**src/hdl/hjd_pkg.sv**
```systemverilog
// package: types and constants for the joypad descriptor parser
`default_nettype none
package hjd_pkg;
  localparam int UsageDepthDefault = 256;
  localparam logic [7:0] NotFound = 8'hff;
  localparam logic [7:0] UseX = 8'h30;
  localparam logic [7:0] UseY = 8'h31;
  localparam logic [7:0] UseHat = 8'h39;
  localparam logic [7:0] PageButton = 8'h09;
  localparam logic [7:0] CollLogical = 8'h02;
  localparam logic [1:0] TypeMain = 2'd0;
  localparam logic [1:0] TypeGlobal = 2'd1;
  localparam logic [1:0] TypeLocal = 2'd2;
  localparam logic [3:0] TagCollection = 4'hA;
  localparam logic [3:0] TagEndColl = 4'hC;
  localparam logic [3:0] TagPage = 4'h0;
  localparam logic [3:0] TagSize = 4'h7;
  localparam logic [3:0] TagId = 4'h8;
  localparam logic [3:0] TagCount = 4'h9;
  localparam logic [3:0] TagUsage = 4'h0;

  typedef struct packed {
    logic [7:0] desc_byte;
    logic       last_byte;
  } in_word_t;

  typedef struct packed {
    logic [7:0] x_offset;
    logic [7:0] y_offset;
    logic [7:0] button_offset;
  } out_word_t;

  typedef enum logic [2:0] {
    ST_IDLE,
    ST_SCAN,
    ST_SCAN_WAIT,
    ST_FINISH,
    ST_OUT
  } state_t;
endpackage
`default_nettype wire

```
**src/hdl/hid_joypad_descriptor_parser.sv**
```systemverilog
// top level: byte-serial HID descriptor parser with usage memory
// a byte that closes a field group stalls the input while the parser walks
// its stored usages (a read and a check per stored usage) before finishing
// result word is registered: after a last byte the parser goes through the
// usage walk (if that byte closes a group) and the finish state, then offers it
// throughput: one byte per cycle outside group closes and results
// reset: synchronous active-low rst_n clears the FSM and parse tracking state
`default_nettype none
module hid_joypad_descriptor_parser #(
  parameter int USAGE_DEPTH = hjd_pkg::UsageDepthDefault
) (
  input  wire logic              clk,
  input  wire logic              rst_n,
  input  wire logic              in_valid,
  output logic                   in_stall,
  input  wire hjd_pkg::in_word_t in_data,
  output logic                   out_valid,
  input  wire logic              out_stall,
  output hjd_pkg::out_word_t     out_data
);
  import hjd_pkg::*;
  localparam int AW = $clog2(USAGE_DEPTH);
  localparam int CW = AW + 1;
  localparam logic [1:0] SetNone = 2'd0;
  localparam logic [1:0] SetSize = 2'd1;
  localparam logic [1:0] SetCount = 2'd2;

  // usage memory
  logic [7:0] mem [USAGE_DEPTH];
  logic [7:0] rd_data_r;
  logic       mem_we;
  logic [7:0] mem_wd;
  logic [AW-1:0] mem_wa, mem_ra;
  always_ff @(posedge clk) begin
    if (mem_we) mem[mem_wa] <= mem_wd;
    rd_data_r <= mem[mem_ra];
  end

  state_t state_r, state_nxt;
  logic [7:0] prefix_r, prefix_nxt, first_r, first_nxt;
  logic [2:0] left_r, left_nxt;
  logic [CW-1:0] ucnt_r, ucnt_nxt, idx_r, idx_nxt;
  logic [7:0] fsize_r, fsize_nxt, fcount_r, fcount_nxt, page_r, page_nxt;
  logic [7:0] chosen_r, chosen_nxt, pend_r, pend_nxt, lbytes_r, lbytes_nxt;
  logic [15:0] lbits_r, lbits_nxt, boff_r, boff_nxt;
  logic [7:0] xf_r, xf_nxt, yf_r, yf_nxt, bf_r, bf_nxt, bbits_r, bbits_nxt;
  logic [7:0] set_r, set_nxt;         // value set after close
  logic [1:0] setk_r, setk_nxt;       // which setting waits on the close
  logic       last_r, last_nxt;
  logic [15:0] prod_r, prod_nxt;
  out_word_t  out_r, out_nxt;

  always_ff @(posedge clk) begin
    if (!rst_n) begin
      state_r <= ST_IDLE; left_r <= '0; ucnt_r <= '0;
      fsize_r <= '0; fcount_r <= '0; page_r <= '0;
      chosen_r <= NotFound; pend_r <= NotFound; lbytes_r <= '0; lbits_r <= '0;
      xf_r <= NotFound; yf_r <= NotFound; bf_r <= NotFound; bbits_r <= '0;
      prefix_r <= '0; first_r <= '0;
    end else begin
      state_r <= state_nxt; left_r <= left_nxt; ucnt_r <= ucnt_nxt;
      fsize_r <= fsize_nxt; fcount_r <= fcount_nxt; page_r <= page_nxt;
      chosen_r <= chosen_nxt; pend_r <= pend_nxt; lbytes_r <= lbytes_nxt;
      lbits_r <= lbits_nxt; xf_r <= xf_nxt; yf_r <= yf_nxt; bf_r <= bf_nxt;
      bbits_r <= bbits_nxt; prefix_r <= prefix_nxt; first_r <= first_nxt;
    end
  end
  always_ff @(posedge clk) begin
    idx_r <= idx_nxt; set_r <= set_nxt; setk_r <= setk_nxt; last_r <= last_nxt;
    prod_r <= prod_nxt; boff_r <= boff_nxt; out_r <= out_nxt;
  end

  assign out_valid = (state_r == ST_OUT);
  assign out_data  = out_r;
  assign in_stall  = (state_r != ST_IDLE);

  logic [7:0] pfx, v;
  logic [2:0] dlen;
  logic       run;
  logic [3:0] tag;
  logic [1:0] typ;
  logic [7:0] pad_bytes;

  // true when the finished item closed a field group
  function automatic logic group_close(input logic [7:0] p, input logic [1:0] k,
                                       input logic [2:0] l);
    group_close = (l == 3'd0) && ((k != SetNone) ||
      (p[3:2] == TypeMain && p[7:4] == TagEndColl));
  endfunction

  always_comb begin
    state_nxt = state_r; left_nxt = left_r; ucnt_nxt = ucnt_r; idx_nxt = idx_r;
    fsize_nxt = fsize_r; fcount_nxt = fcount_r; page_nxt = page_r;
    chosen_nxt = chosen_r; pend_nxt = pend_r; lbytes_nxt = lbytes_r;
    lbits_nxt = lbits_r; xf_nxt = xf_r; yf_nxt = yf_r; bf_nxt = bf_r;
    bbits_nxt = bbits_r; prefix_nxt = prefix_r; first_nxt = first_r;
    set_nxt = set_r; setk_nxt = setk_r; last_nxt = last_r; prod_nxt = prod_r;
    boff_nxt = boff_r; out_nxt = out_r;
    mem_we = 1'b0; mem_wd = '0; mem_wa = ucnt_r[AW-1:0]; mem_ra = idx_r[AW-1:0];
    pfx = prefix_r; v = first_r; run = 1'b0; dlen = 3'd0;
    tag = '0; typ = '0; pad_bytes = '0;
    unique case (state_r)
      ST_IDLE: begin
        if (in_valid) begin
          last_nxt = in_data.last_byte;
          setk_nxt = SetNone;
          // byte framing
          if (left_r == 3'd0) begin
            pfx = in_data.desc_byte; v = 8'd0;
            dlen = (pfx[1:0] == 2'd3) ? 3'd4 : {1'b0, pfx[1:0]};
            prefix_nxt = pfx; first_nxt = 8'd0; left_nxt = dlen;
            run = (dlen == 3'd0);
          end else begin
            dlen = (prefix_r[1:0] == 2'd3) ? 3'd4 : {1'b0, prefix_r[1:0]};
            if (left_r == dlen) begin
              v = in_data.desc_byte; first_nxt = v;
            end
            left_nxt = left_r - 3'd1;
            run = (left_r == 3'd1);
          end
          tag = pfx[7:4]; typ = pfx[3:2];
          prod_nxt = 16'(fcount_r) * 16'(fsize_r);
          boff_nxt = lbits_r; idx_nxt = '0;
          if (run) begin
            if (typ == TypeMain && tag == TagCollection) begin
              ucnt_nxt = '0; fcount_nxt = '0; fsize_nxt = '0;
              if (pfx[1:0] == 2'd1 && v == CollLogical) begin
                lbytes_nxt = '0; lbits_nxt = '0;
              end
            end else if (typ == TypeMain && tag == TagEndColl) begin
              state_nxt = ST_SCAN;
            end else if (typ == TypeGlobal && tag == TagPage) begin
              if (pfx[1:0] == 2'd1) page_nxt = v;
            end else if (typ == TypeGlobal && tag == TagSize) begin
              if (fsize_r != 0) begin
                state_nxt = ST_SCAN; setk_nxt = SetSize; set_nxt = v;
              end else fsize_nxt = v;
            end else if (typ == TypeGlobal && tag == TagCount) begin
              if (fcount_r != 0) begin
                state_nxt = ST_SCAN; setk_nxt = SetCount; set_nxt = v;
              end else fcount_nxt = v;
            end else if (typ == TypeGlobal && tag == TagId) begin
              pend_nxt = v;
            end else if (typ == TypeLocal && tag == TagUsage) begin
              if (ucnt_r < CW'(USAGE_DEPTH)) begin
                mem_we = 1'b1; mem_wd = v; ucnt_nxt = ucnt_r + 1'b1;
              end
            end
          end
          if (state_nxt == ST_IDLE && in_data.last_byte) state_nxt = ST_FINISH;
        end
      end
      // issue read of next usage
      ST_SCAN: begin
        if (idx_r == ucnt_r) state_nxt = ST_FINISH;
        else state_nxt = ST_SCAN_WAIT;
      end
      // check returned usage
      ST_SCAN_WAIT: begin
        if (fsize_r == 8'd8) begin
          if (rd_data_r == UseX && xf_r == NotFound)
            xf_nxt = lbytes_r + 8'(idx_r);
          else if (rd_data_r == UseY && yf_r == NotFound)
            yf_nxt = lbytes_r + 8'(idx_r);
        end else if (rd_data_r == UseHat && bf_r == NotFound) begin
          bf_nxt = boff_r[10:3]; bbits_nxt = fsize_r;
        end
        boff_nxt = boff_r + 16'(fsize_r);
        idx_nxt = idx_r + 1'b1;
        state_nxt = ST_SCAN;
      end
      // group close bookkeeping and/or result
      ST_FINISH: begin
        if (idx_r == ucnt_r && group_close(prefix_r, setk_r, left_r)) begin
          pad_bytes = 8'((17'(prod_r) + 17'd7) >> 3);
          if (page_r == PageButton && bf_r == NotFound) bf_nxt = lbytes_r;
          lbytes_nxt = lbytes_r + pad_bytes;
          lbits_nxt = lbits_r + prod_r;
          fcount_nxt = '0; fsize_nxt = '0; ucnt_nxt = '0;
          if (setk_r == SetSize) fsize_nxt = set_r;
          if (setk_r == SetCount) fcount_nxt = set_r;
          if (xf_r != NotFound && chosen_r == NotFound) chosen_nxt = pend_r;
          idx_nxt = '1;
        end
        if (last_r) begin
          out_nxt.x_offset = xf_r; out_nxt.y_offset = yf_r;
          out_nxt.button_offset = (group_close(prefix_r, setk_r, left_r)
            && idx_r == ucnt_r && page_r == PageButton && bf_r == NotFound)
            ? lbytes_r : bf_r;
          state_nxt = ST_OUT;
        end else state_nxt = ST_IDLE;
      end
      ST_OUT: begin
        left_nxt = '0; ucnt_nxt = '0; fsize_nxt = '0; fcount_nxt = '0;
        page_nxt = '0; chosen_nxt = NotFound; pend_nxt = NotFound;
        lbytes_nxt = '0; lbits_nxt = '0; xf_nxt = NotFound; yf_nxt = NotFound;
        bf_nxt = NotFound; bbits_nxt = '0; prefix_nxt = '0; first_nxt = '0;
        if (!out_stall) state_nxt = ST_IDLE;
      end
      default: state_nxt = ST_IDLE;
    endcase
  end
endmodule
`default_nettype wire

```
**config.mk**
```make
export PLATFORM = sky130hd
export DESIGN_NAME = hid_joypad_descriptor_parser
export DESIGN_NICKNAME = d
export VERILOG_FILES = /design/src/hdl/hjd_pkg.sv /design/src/hdl/hid_joypad_descriptor_parser.sv
export SDC_FILE = /design/constraint.sdc
export NUM_CORES = 2
export LEC_CHECK = 0
export BUFFER_PORTS_ARGS = -buffer_cell sky130_fd_sc_hd__buf_2
export CAP_MARGIN = 5
export CORE_UTILIZATION = 30
export DETAILED_ROUTE_END_ITERATION = 16
export SYNTH_ARGS = -nofsm -noshare
export SYNTH_HDL_FRONTEND = slang
export SYNTH_SLANG_ARGS = --single-unit
```
**constraint.sdc**
```tcl
create_clock -name clk -period 6.04 [get_ports clk]
set_input_delay 0 -clock clk [delete_from_list [all_inputs] [get_ports clk]]
set_output_delay 0 -clock clk [all_outputs]
set_load 0.03 [all_outputs]
```
==> results_dict.tcl <==
set metrics [dict create \
    grt_use_total_pct 14.5 \
    ys_ff_latch 2220 \
    synth_ff_type "edfxtp_1" \
    vias 43900 \
    synth_seq_area_share_pct 73.5 \
    hold_violations 0 \
    fin_crit_sh_pct 84.6 \
    start_kind "register" \
    hpwl_mm 132 \
    drtPass1Iterations 6 \
    avgRoutedWirePerCell_um 25.3 \
    clock-root-buffer "clkbuf_16" \
    required_ns 6.50 \
    synth_edf_count 2114 \
    drtIter0Drc 5470 \
    coreArea_mm2 0.295 \
    rows 199 \
    vdd_drop_max_mv 0.273 \
    fin_ws_ns 0.930 \
    fmax_mhz 196 \
    h-tree-depth 4 \
    p_total_mw 32.5 \
    worst_pin_slew_ns 1.24 \
    fp.dieH_um 548 \
    worstPathMaxFanout 16 \
    place_ws_ns 1.04 \
    nets 4653 \
    syn_inst 4418 \
    fillers 27200 \
    cts_resized 0 \
    grt_pass1_wl_mm 320 \
    end_kind "register" \
    drc 0 \
    cp.arrival_ns 5.57 \
    syn-cell-area_mm2 0.0893 \
    ys_warn_count 0 \
    cts_tree "built" \
    die_w_um 548 \
    viasPerCell 5.07 \
    multi_input_area_mm2 0.0224 \
    routed_wl_mm 219 \
    path_class "register to register" \
    relSlewSlack_pct 17.4 \
    ioPinCount 39 \
    clock_skew_ns 0.0720 \
    placed_area_mm2 0.0945 \
    cts_sinks 2220 \
    power.density_mw_per_mm2 318 \
    synthArstFlopShare_pct 0 \
    final_cells 8645 \
    fin_tns_setup_ns 0 \
    start_util_pct 30.3 \
    clock_latency_ns 0.86 \
    slew_viol_final 0 \
    postLayoutCellArea_mm2 0.102 \
    fin_util_pct 34.6 \
    syn2layout_area_growth_pct 14.2 \
    gp_congestion 0.850 \
    die_area_mm2 0.300 \
    antenna_found_initial 10 \
    syn_avg_cell_area_um2 20.2 \
    min_period_ns 5.11 \
    layout_common_cells "2114 x edfxtp_1, 626 x mux4_2, 342 x nor2_1, 214 x clkbuf_16, 130 x nand2_1" \
    min_path_type "input pin to register" \
    grt_max_degree 149 \
    diodes 0 \
    mappedNetlistNets 4523 \
    clk_pin_slew_ns 0.06 \
    status "finished clean" \
    drive_gt1_share_pct 24.2 \
    clockBufferDepth 3 \
    p_leak_nw 36.6 \
    fin_hold_ws_ns 0.136 \
    max-cap-violations 0 \
    register_area_mm2 0.0656 \
    antenna_left 0 \
    yosysUniqueCellTypes 90 \
    post_cts_buffers 0 \
    grt_pass1_vias 44100 \
    ctsHoldBuffers 21 \
    finalSetupViolCount 0 \
    dp.cells 8232 \
    rsz0062_at_grt "no" \
    grt_overflow 0 \
    final_common_cell "edfxtp_1" \
    cts_inserted_buffers 211 \
    io_buffers 38 \
]
==> sequential cells by signal, indices dropped and copies added (netlist names), 9 cells and up <==
signal	cells
mem	2048
ucnt_r	9
boff_r	11
prod_r	11
lbits_r	11
idx_r	9
out_data	24
==> synth_stat cells (32+ instances only) <==
cell	count	area, um2
edfxtp_1	2114	63500
mux4_2	626	14100
nor2_1	343	1290
nand2_1	146	548
clkbuf_1	137	514
dfxtp_1	106	2120
buf_2	81	405
inv_1	74	278
a22oi_1	69	518
a21oi_1	68	340
mux2i_1	67	671
ha_1	60	751
and2_1	46	288
o21ai_0	43	215
xnor2_1	38	333
fa_1	32	641
==> final timing paths <==
kind,to,slack [ns],startpoint,cells past startpoint
worst max-delay path,mem[59][5],0.93,left_r[0],11
worst min-delay path,state_r[1],0.14,in_data[0],4
worst max register to register,mem[59][5],0.93,left_r[0],11
worst min register to register,out_data[11],0.44,yf_r[3],0
==> layer usage <==
layer	vias to the layer above	track usage, %	part of all wire (%)
met2	1804	22.6	46
li1	18400	-	-
met3	302	3.30	8.6
met5	-	0	0.010
met1	23300	20.7	43
met4	4	3.17	2.0
==> critical path, cell delays in order, from the launching register on <==
cell and delay, ns:
dfxtp_1 0.38, inv_1 0.15, ha_1 0.31, nor2b_1 0.46
buf_4 0.30, mux2i_1 0.33, nor4_1 0.17, nor4b_2 0.32
buf_4 0.30, and3b_1 0.48, nand2_1 0.60, nor2_1 0.87
==> where the power goes <==
part | internal (mW) | switching, mW | total (mW) | leakage (nW)
Clock | 8.00 | 5.83 | 13.8 | 3.51
Combinational | 0.739 | 1.14 | 1.88 | 7.85
Sequential | 16.7 | 0.0900 | 16.7 | 25.3
Total | 25.4 | 7.06 | 32.5 | 36.6
==> cell type report <==
cell class	count	share of cell area, %
flip-flops and latches	2220	64.4
multi-input cells	1882	22.0
clock buffers	248	5.41
well taps	3919	4.81
clock inverters	143	1.68
repair buffers	157	1.48
inverters	76	0.280
==> logic make-up (layout without fill, tap and decap cells) <==
logic type / Yosys count / in the layout / share of synthesized area (%)
AND/OR/NAND/NOR: 704 / 704 / 3.67
buffers and inverters: 316 / 624 / 1.50
flip-flops: 2220 / 2220 / 73.5
multiplexers: 702 / 702 / 16.7
AO/OA/AOI/OAI: 315 / 315 / 2.46
XOR/XNOR: 69 / 69 / 0.677
adder cells (fa/ha/maj): 92 / 92 / 1.56
(Power assumes the default switching activity.)
